**src/rtl/fbpa_pkg.sv**
```systemverilog
// Shared types and constants of the fixed-size block pool allocator.
package fbpa_pkg;

  localparam int unsigned WORD_BYTES = 8;
  localparam int unsigned ADDR_W     = 32;
  localparam int unsigned DIV_W      = ADDR_W + 1;
  localparam int unsigned CNT_W      = $clog2(DIV_W + 1);
  localparam int unsigned CFG_IDX_W  = 2;

  localparam logic [CFG_IDX_W-1:0] REG_POOL_BASE  = CFG_IDX_W'(0);
  localparam logic [CFG_IDX_W-1:0] REG_POOL_BYTES = CFG_IDX_W'(1);

  typedef enum logic [1:0] {
    OP_ALLOC   = 2'd0,
    OP_FREE    = 2'd1,
    OP_REALLOC = 2'd2,
    OP_REBUILD = 2'd3
  } fbpa_op_e;

  typedef enum logic [5:0] {
    ST_IDLE   = 6'b000001,
    ST_DIV    = 6'b000010,
    ST_THREAD = 6'b000100,
    ST_POP    = 6'b001000,
    ST_POP2   = 6'b010000,
    ST_RSVD   = 6'b100000
  } fbpa_state_e;

  typedef enum logic [1:0] {
    PUR_COUNT = 2'd0,
    PUR_FREE  = 2'd1
  } fbpa_purpose_e;

  typedef struct packed {
    logic              start;
    logic [DIV_W-1:0]  dividend;
    logic [ADDR_W-1:0] divisor;
  } fbpa_div_req_t;

  typedef struct packed {
    logic              done;
    logic [DIV_W-1:0]  quot;
    logic [ADDR_W-1:0] rem;
  } fbpa_div_rsp_t;

endpackage

```
**src/rtl/fbpa_div.sv**
```systemverilog
// Restoring radix-2 divider, one quotient bit per cycle.
module fbpa_div (
  input  logic                   clk_i,
  input  logic                   rst_ni,
  input  fbpa_pkg::fbpa_div_req_t req_i,
  output fbpa_pkg::fbpa_div_rsp_t rsp_o
);

  logic                          run_q, run_d;
  logic                          done_q, done_d;
  logic [fbpa_pkg::CNT_W-1:0]    cnt_q, cnt_d;
  logic [fbpa_pkg::ADDR_W-1:0]   rem_q, rem_d;
  logic [fbpa_pkg::DIV_W-1:0]    quo_q, quo_d;
  logic [fbpa_pkg::ADDR_W-1:0]   dvs_q, dvs_d;
  logic [fbpa_pkg::DIV_W-1:0]    sh;
  logic [fbpa_pkg::DIV_W-1:0]    diff;
  logic                          ge;

  assign sh   = {rem_q, quo_q[fbpa_pkg::DIV_W-1]};
  assign ge   = sh >= {1'b0, dvs_q};
  assign diff = sh - {1'b0, dvs_q};

  always_comb begin
    run_d  = run_q;
    done_d = 1'b0;
    cnt_d  = cnt_q;
    rem_d  = rem_q;
    quo_d  = quo_q;
    dvs_d  = dvs_q;
    if (req_i.start) begin
      run_d = 1'b1;
      cnt_d = fbpa_pkg::CNT_W'(fbpa_pkg::DIV_W);
      rem_d = '0;
      quo_d = req_i.dividend;
      dvs_d = req_i.divisor;
    end else if (run_q) begin
      rem_d = ge ? diff[fbpa_pkg::ADDR_W-1:0] : sh[fbpa_pkg::ADDR_W-1:0];
      quo_d = {quo_q[fbpa_pkg::DIV_W-2:0], ge};
      cnt_d = cnt_q - fbpa_pkg::CNT_W'(1);
      if (cnt_q == fbpa_pkg::CNT_W'(1)) begin
        run_d  = 1'b0;
        done_d = 1'b1;
      end
    end
  end

  always_ff @(posedge clk_i or negedge rst_ni) begin
    if (!rst_ni) begin
      run_q  <= 1'b0;
      done_q <= 1'b0;
      cnt_q  <= '0;
      rem_q  <= '0;
      quo_q  <= '0;
      dvs_q  <= '0;
    end else begin
      run_q  <= run_d;
      done_q <= done_d;
      cnt_q  <= cnt_d;
      rem_q  <= rem_d;
      quo_q  <= quo_d;
      dvs_q  <= dvs_d;
    end
  end

  assign rsp_o.done = done_q;
  assign rsp_o.quot = quo_q;
  assign rsp_o.rem  = rem_q;

endmodule

```
**config.mk**
```make
export PLATFORM = sky130hd
export DESIGN_NAME = fbpa_div
export DESIGN_NICKNAME = d
export VERILOG_FILES = /design/src/rtl/fbpa_pkg.sv /design/src/rtl/fbpa_div.sv
export SDC_FILE = /design/constraint.sdc
export NUM_CORES = 1
export LEC_CHECK = 0
export ABC_AREA = 1
export CORE_ASPECT_RATIO = 0.6
export CORE_MARGIN = 3
export CORE_UTILIZATION = 40
export DETAILED_ROUTE_END_ITERATION = 6
export DONT_BUFFER_PORTS = 1
export SYNTH_ARGS = -nofsm -noshare
export SYNTH_HDL_FRONTEND = slang
export SYNTH_SLANG_ARGS = --single-unit
```
**constraint.sdc**
```tcl
create_clock -name clk_i -period 4.4 [get_ports clk_i]
set_input_delay 0.88 -clock clk_i [delete_from_list [all_inputs] [get_ports clk_i]]
set_output_delay 0.88 -clock clk_i [all_outputs]
set_load 0.005 [all_outputs]
```
* Word level (Yosys, flattened, before mapping) *
Index checks and enable logic that the tools add are counted.

storage, ports and cells
  flip-flop bits (word level) = 105
  output and inout bits = 66
  word-level logic and storage cells = 24

cells by class
  add/subtract/negate cells = 2
  magnitude comparators = 1
  equal/unequal tests = 1
  muxes and demuxes = 13
  reductions and logical operators = 1

operators with widths
  cell                                                                    count
  32-bit two-way mux                                                      3
  33-bit two-way mux                                                      2
  33-bit by 32-bit greater-or-equal comparator with 1-bit output          1
  32-bit subtractor                                                       1
  6-bit two-way mux                                                       2
  6-bit by 1-bit equality test with 1-bit output (second input constant)  1
  1-bit two-way mux                                                       6
  6-bit by 1-bit subtractor with 6-bit output (second input constant)     1
  2-bit nonzero test                                                      1

* Logic depth before layout (Yosys ltp) *
Gate-level depths: netlist of the first run.

  word-level depth = 4
  mapped depth = 16
  depth with buffers taken out = 16

* Least setup slack after synthesis of the first run *
No wires, ideal clock.

  kind = register to register
  start = reg quo_q[32] (netlist bit)
  end = reg rem_q[30] (netlist bit)
  data arrival time = 1.891 ns
  required time = 4.284 ns
  slack = 2.393 ns
  stages on the path, launching flop included = 16
  buffers on the path = 0
  path through = dfrtp_1 -> inv_1 -> ha_1 -> fa_1 -> inv_1 -> nand3_1 -> nand3_1 -> nand2_1 -> nand2_1 -> nand2_1 -> nand2_1 -> nand2_1 -> nand3_1 -> nand3_1 -> nand2_1 -> nand2_1

on the way
  cells in the longest elaborated chain, start to end = 4
  elaborated cells between the ends (all ways) = 5
  those cells by class = 1 x add/sub; 1 x order compare; 3 x mux

ends and longest elaborated chain
  element                                                                                                     RTL line                        text
  from (decl)                                                                                                 fbpa_div.sv:13                  logic [fbpa_pkg::DIV_W-1:0] quo_q, quo_d;
  from (signal assigned)                                                                                      fbpa_div.sv:60                  quo_q <= quo_d;
  32-bit subtractor / 33-bit by 32-bit greater-or-equal comparator with 1-bit output (equally long branches)  fbpa_div.sv:21, fbpa_div.sv:20
  32-bit two-way mux (*)                                                                                      fbpa_div.sv:37                  rem_d = ge ? diff[fbpa_pkg::ADDR_W-1:0] : sh[fbpa_pkg::ADDR_W-1:0];
  32-bit two-way mux (*)                                                                                      fbpa_div.sv:36                  end else if (run_q) begin
  32-bit two-way mux (*)                                                                                      fbpa_div.sv:30                  if (req_i.start) begin
  to (signal assigned)                                                                                        fbpa_div.sv:59                  rem_q <= rem_d;
  to (decl)                                                                                                   fbpa_div.sv:12                  logic [fbpa_pkg::ADDR_W-1:0] rem_q, rem_d;

Mark *: on every way between the ends. The rest lies on a longest branch, timed or not. The select of a mux whose other input is x is not followed.
A chain may end at the register's enable or synchronous reset.

* Final worst setup path of the first run *
  start = reg rem_q[7] (netlist bit)
  end = reg rem_q[27] (netlist bit)

on the way
  cells in the longest elaborated chain, start to end = 4
  elaborated cells between the ends (all ways) = 5
  those cells by class = 1 x add/sub; 1 x order compare; 3 x mux

ends and longest elaborated chain
  element                                                                                                     RTL line
  32-bit subtractor / 33-bit by 32-bit greater-or-equal comparator with 1-bit output (equally long branches)  fbpa_div.sv:21, fbpa_div.sv:20
  32-bit two-way mux (*)                                                                                      fbpa_div.sv:37
  32-bit two-way mux (*)                                                                                      fbpa_div.sv:36
  32-bit two-way mux (*)                                                                                      fbpa_div.sv:30

Marked as above.

==> results.md, run 1 <==
- Total Wirelength: 20500 µm
- DP Area: 7340 µm²
- RSZ-0062 raised after global routing: false
- Final min period: 2.86 ns
- Final Wtd Congestion: 0.990
- Die width: 179 µm
- Number of buffers added for setup after CTS: 0
- DRC errors left: 0
- Root Buffer: clkbuf_16
- CP endpoint kind: flop
- Reg power frac: 29.9%
- H-Tree Depth: 3
- Fin crit share: 65.1%
- Max Clock Skew: 0.0137 ns
- DR vias: 6377
- Setup TNS: 0 ns
- Post-layout util: 44.1%
- CP Max Fanout: 33
- Cell-internal power: 2.37 mW
- Net Sw Frac: 47.7%
- Clock Sinks: 105
- Drt first pass iters: 5
- Max VDD drop: 0.204 mV
- Slew headroom: 30.8%
- Ports: 134
- R2R Path End: rem_q[27]
- Initial core utilization: 41.3%
- Post-synthesis cell type count: 40
- Synth Area in Adders: 6.22%
- FP Rows: 37
- Worst Setup SP: rem_q[7]
- Worst-margin pin slew: 1.04 ns
- Number of diodes: 0
- Pwr dens: 592 nW/µm²
- Xor/xnor cell area share of the yosys netlist: 1.71%
- R2R cell count: 13
- Reg clk slew, reported paths: 0.09 ns
- Compound-Gate Fraction of Synth Area: 9.86%
- Place WS: 1.54 ns
- Initial antenna violation count: 0
- Clock buffer count from CTS: 9
- Sequential area share after synthesis: 36.7%
- Req. time, crit path: 4.64 ns
- Overall Power: 4.53 mW
- Post-layout instance area: 7650 µm²
- Worst reg2reg setup slack: 1.54 ns
- Crit path launch type: flop
- Crit path DAT: 3.11 ns
- Synthesized netlist cell count: 1055
- Area Growth Syn to Fin: 6.72%
- Synth warn: 0
- Layout cells sized above 1: 3.74%
- Combinational Power Share: 51.4%
- Post-synth EDFFs: 0
- Die extent in y: 110 µm
- Syn avg cell area: 6.79 µm²
- Post-synthesis mux area share: 0%
- DIE AREA: 19600 µm²
- Dpl hpwl: 15400 µm
- Vias per Instance: 4.99
- Placeable Area: 17400 µm²
- Clock Path Buffers: 2
- Initial DRC count: 609
- Syn_nets: 1158
- PostCTS Resize Cnt: 0
- First-pass GRT wire length: 31700 µm
- Synth Cell Area: 7170 µm²
- # port buffers: 0
- Ys flop type: dfrtp_1
- Reg2reg start: rem_q[7]
- Worst-Skew Late Latency: 0.36 ns
- Final Max Slew Viols: 0
- Highest Clock Rate: 349 MHz
- Simple-gate share of the synthesized area: 32.9%
- Remaining global-route overflow: 0
- Clock Power Share: 18.7%
- Worst setup margin: 1.54 ns
- Largest family of logic cells by synthesized area: simple AND/OR/NAND/NOR gates
- Net switching power: 2.16 mW
- Maxcap violations: 0
- Vias in the first global route: 5741
- Final antenna-violating net count: 0
- Leak pwr: 4.24 nW
- Final setup vio count: 0
- Fillers: 1862
- Final net count: 1142
- CP Class: reg -> reg
- Synth async-reset ratio: 100%
- GRT Total Usage: 20.8%
- FF+latch count, synth: 105
- Final Hold Viols: 0
- Outcome: completed
- Hold Path Class: in -> async
- CTS tree: done
- Wire per inst: 16.0 µm
- CTS Hold Bufs: 0
- CP Capture Point: rem_q[27]
- Largest net degree at the start of global routing: 106
-- cell type report --
| class | instances | area, µm² | area share (%) |
|---|---|---|---|
| Multi-Input combinational cell | 717 | 3630 | 47.5 |
| Sequential cell | 105 | 2630 | 34.4 |
| Inverter | 202 | 758 | 9.91 |
| Tap cell | 234 | 293 | 3.83 |
| Clock buffer | 10 | 239 | 3.12 |
| Clock inverter | 6 | 67.6 | 0.883 |
| Timing Repair Buffer | 4 | 30.0 | 0.393 |
-- synth_stat cells, drive strengths merged, types with 2 or more instances --
| cell type | instances | area (µm²) |
|---|---|---|
| a21oi | 24 | 124 |
| a22oi | 2 | 15.0 |
| xnor2 | 13 | 114 |
| nor4 | 2 | 27.5 |
| dfrtp | 105 | 2630 |
| inv | 201 | 754 |
| and2 | 4 | 25.0 |
| nor3 | 7 | 35.0 |
| o21bai | 3 | 22.5 |
| nand3b | 16 | 120 |
| ha | 34 | 425 |
| nand4 | 7 | 43.8 |
| o211ai | 2 | 15.0 |
| o21ai | 51 | 255 |
| nand2 | 392 | 1500 |
| o221ai | 29 | 254 |
| nor2 | 46 | 198 |
| buf | 11 | 75.1 |
| clkbuf | 20 | 75.1 |
| nand3 | 78 | 395 |
-- stage by stage --
stage,hold slack [ns],std cells
finish,0.208,1278
global route,0.192,1278
CTS,0.198,1278
detailed placement,0.472,1262
global placement,0.479,1262
floorplan,0.446,1055
-- per-layer routing --
metal | routed length (µm) | up-vias | track usage, %
met3 | 1840 | 10 | 5.52
met5 | 0 | - | 0
met2 | 7330 | 189 | 25.7
li1 | - | 3269 | -
met4 | 131 | 0 | 3.17
met1 | 11200 | 2909 | 35.0
-- cell usage in the layout (no fill, tap or decap), types with 2 or more instances in the layout --
cell,count
clkbuf_16,9
o21ai_0,41
nor2_2,5
nand3b_1,16
a21oi_1,23
o21bai_1,3
nor2_1,39
nor3_1,7
nand4_1,7
nand2_4,2
clkinv_8,2
buf_4,4
dfrtp_1,105
o21ai_1,10
ha_1,34
nand3_1,77
o211ai_1,2
and2_1,4
nand2_1,386
nor2_4,2
nand2_2,4
o221ai_1,29
a22oi_1,2
inv_1,200
xnor2_1,13
inv_6,4
-- registers in the layout, summed over array words and instances (netlist names) --
name / count
done_q: 1
quo_q: 33
dvs_q: 32
run_q: 1
rem_q: 32
cnt_q: 6
-- critical path, stage by stage, from the launching register on --
cell     delay, ns
dfrtp_1       0.42
ha_1          0.37
nand2_1       0.16
inv_1         0.05
a21oi_1       0.22
nand3_2       0.18
nand2_1       0.15
nand2_2       0.08
nand2_4       0.29
nand2_4       0.33
nand2_2       0.27
nand2_1       0.08
nand2_1       0.07
nand2_1       0.05
-- worst min-delay path by stage --
stage | depth (start not counted) | endpoint | start
after floorplan | 2 | dvs_q[0] | dvs_q[0]
final | 0 | dvs_q[9] | rst_ni
after CTS | 0 | dvs_q[13] | rst_ni
after global routing | 0 | rem_q[23] | rst_ni
after global placement | 1 | cnt_q[4] | cnt_q[4]
after detailed placement | 1 | cnt_q[4] | cnt_q[4]
-- logic make-up (layout without fill, tap and decap cells) --
group / after synthesis / after routing
AND/OR/NAND/NOR: 554 / 554
flip-flops: 105 / 105
AO/OA/AOI/OAI: 114 / 114
adder cells (fa/ha/maj): 35 / 35
XOR/XNOR: 14 / 14
buffers and inverters: 233 / 222
-- power groups by stage --
stage	Sequential (mW)	Clock, mW	Combinational, mW
floorplan	1.31	0	1.82
global placement	1.38	0	2.27
global route	1.39	0.902	2.64
detailed placement	1.38	0	2.28
CTS	1.36	0.864	2.29
finish	1.35	0.847	2.33
No activity file was read; power rests on OpenSTA's default activity.
==> run 2: changes to the inputs <==
==> constraint.sdc (replaced) <==
create_clock -name clk_i -period 2.7 [get_ports clk_i]
set_input_delay 0.54 -clock clk_i [delete_from_list [all_inputs] [get_ports clk_i]]
set_output_delay 0.54 -clock clk_i [all_outputs]
set_load 0.005 [all_outputs]
==> results.md, run 2 (synthesis gave the netlist of run 1 again) <==
- Final min period: 2.49 ns
- R2R cell count: 12
- RSZ-0062 raised after global routing: false
- Clock Power Share: 19.1%
- Root Buffer: clkbuf_16
- CP Max Fanout: 25
- Maxcap violations: 0
- Highest-count cells in the layout ignoring fill and taps: 386 x nand2_1, 200 x inv_1, 105 x dfrtp_1
- Initial DRC count: 578
- DIE AREA: 19600 µm²
- Fillers: 1872
- Drt first pass iters: 7
- DR vias: 6386
- Worst-Skew Late Latency: 0.37 ns
- Reg clk slew, reported paths: 0.08 ns
- Most flop-heavy register: quo_q
- Combinational Power Share: 51.9%
- Placeable Area: 17400 µm²
- Die extent in y: 110 µm
- Number of diodes: 0
- Clock buffer count from CTS: 9
- First-pass GRT wire length: 32000 µm
- Reg2reg start: rem_q[7]
- Area Growth Syn to Fin: 7.87%
- H-Tree Depth: 3
- Final antenna-violating net count: 0
- Wire per inst: 15.8 µm
- CTS tree: done
- Worst Setup SP: rem_q[7]
- Final net count: 1148
- Hold Path Class: in -> async
- Layout cells sized above 1: 4.38%
- Crit path buffers/inverters: 2
- Clock Sinks: 105
- Vias in the first global route: 5735
- Req. time, crit path: 2.91 ns
- Worst-margin pin slew: 0.517 ns
- R2R Path End: rem_q[0]
- Largest net degree at the start of global routing: 106
- Crit path launch type: flop
- Most common cell after layout, fill and taps aside: nand2_1
- Worst reg2reg setup slack: 0.21 ns
- Die width: 179 µm
- # port buffers: 0
- Final setup vio count: 0
- Reg power frac: 29.1%
- Slew headroom: 65.5%
- Pwr dens: 976 nW/µm²
- Leak pwr: 4.29 nW
- Net switching power: 3.55 mW
- Final Max Slew Viols: 0
- Initial antenna violation count: 0
- Biggest regs: quo_q x33, dvs_q x32, rem_q x32
- Remaining global-route overflow: 0
- CP endpoint kind: flop
- Setup TNS: 0 ns
- Outcome: complete, but fails checks
- Max VDD drop: 0.545 mV
- Worst hold slack: -0.140 ns
- Ports: 134
- Failing checks: hold timing
- Fin crit share: 92.2%
- Max reg flops: 33
- Cell-internal power: 3.99 mW
- Crit path depth: 12
- Cell class contributing the biggest share of worst-path delay: simple AND/OR/NAND/NOR gates
- CP Class: reg -> reg
- FP Rows: 37
- GRT Total Usage: 20.9%
- Overall Power: 7.54 mW
- Vias per Instance: 4.97
- Initial core utilization: 41.3%
- Net Sw Frac: 47.0%
- Dpl hpwl: 15400 µm
- Final Hold Viols: 105
- CP max stage delay: 0.43 ns
- Total Wirelength: 20300 µm
- CP Capture Point: rem_q[0]
- Crit path DAT: 2.70 ns
- Highest Clock Rate: 402 MHz
- DRC errors left: 0
- Max Clock Skew: 0.0132 ns
- Critical Path, Cell by Cell: ha_1 > nand2_1 > inv_1 > a21oi_1 > nand3_2 > nand2_1 > nand2_2 > nand2_4 > buf_6 > nand3_1 > nand3_1 > o21ai_0
- Clock Path Buffers: 2
- Crit path max-delay cell type: dfrtp_1
- Final Wtd Congestion: 0.973
-- run 2: cell count changes in the layout (fill, tap and decap cells not counted), sizes merged --
cell    change
buf         +6
bufinv      +1
clkbuf      -1
clkinv      -1
inv         +1
-- run 2: cell type report --
type,count,area [µm²],share of cell area [%]
clock buffers,9,225,2.91
multi-input cells,717,3640,47.1
flip-flops and latches,105,2630,34.0
clock inverters,7,92.6,1.20
well taps,234,293,3.79
inverters,202,758,9.81
repair buffers,10,91.3,1.18
-- run 2: worst reg2reg max path, cell delays in order (launching register included) --
cell	delay [ns]
dfrtp_1	0.43
ha_1	0.37
nand2_1	0.14
inv_1	0.05
a21oi_1	0.27
nand3_2	0.22
nand2_1	0.14
nand2_2	0.09
nand2_4	0.08
buf_6	0.23
nand3_1	0.11
nand3_1	0.09
o21ai_0	0.11
-- run 2: routing by layer --
layer  global-route usage [%]  part of all wire (%)  vias up
met4                     3.94                  0.82        0
met2                     25.5                    36      191
met1                     35.4                    55     2906
li1                         -                     -     3278
met5                        0                     0        -
met3                     5.28                   8.1       11
-- run 2: worst min-delay path by stage --
stage	cells past startpoint	start	slack [ns]	endpoint
after floorplan	0	rst_ni	0.24	cnt_q[0]
after global placement	0	rst_ni	0.25	dvs_q[18]
after detailed placement	0	rst_ni	0.25	dvs_q[19]
after CTS	0	rst_ni	-0.15	dvs_q[12]
after global routing	0	rst_ni	-0.15	rem_q[12]
final	0	rst_ni	-0.14	rem_q[8]
-- run 2: metrics by stage --
stage	worst slack, ns	instance area (µm²)	util, %	instances	hold WS [ns]
6_report	0.210	7730	44.5	1284	-0.140
3_3_place_gp	0.178	7400	42.6	1268	0.249
5_1_grt	0.00871	7730	44.5	1284	-0.154
2_1_floorplan	0.693	7170	-	1055	0.244
4_1_cts	0.144	7720	44.5	1284	-0.146
3_5_place_dp	0.192	7400	42.6	1268	0.248
-- run 2: power groups by stage --
stage / Clock, mW / Combinational [mW] / Sequential (mW)
finish: 1.44 / 3.91 / 2.19
global route: 1.54 / 4.44 / 2.25
CTS: 1.47 / 3.85 / 2.21
detailed placement: 0 / 3.82 / 2.24
global placement: 0 / 3.82 / 2.23
floorplan: 0 / 2.96 / 2.13
-- run 2: timing repair --
action	4_1_cts	5_1_grt
endpoints found under the hold margin	105	105
gates resized for setup	0	3
setup endpoints to repair	0	12
buffers inserted	0	0
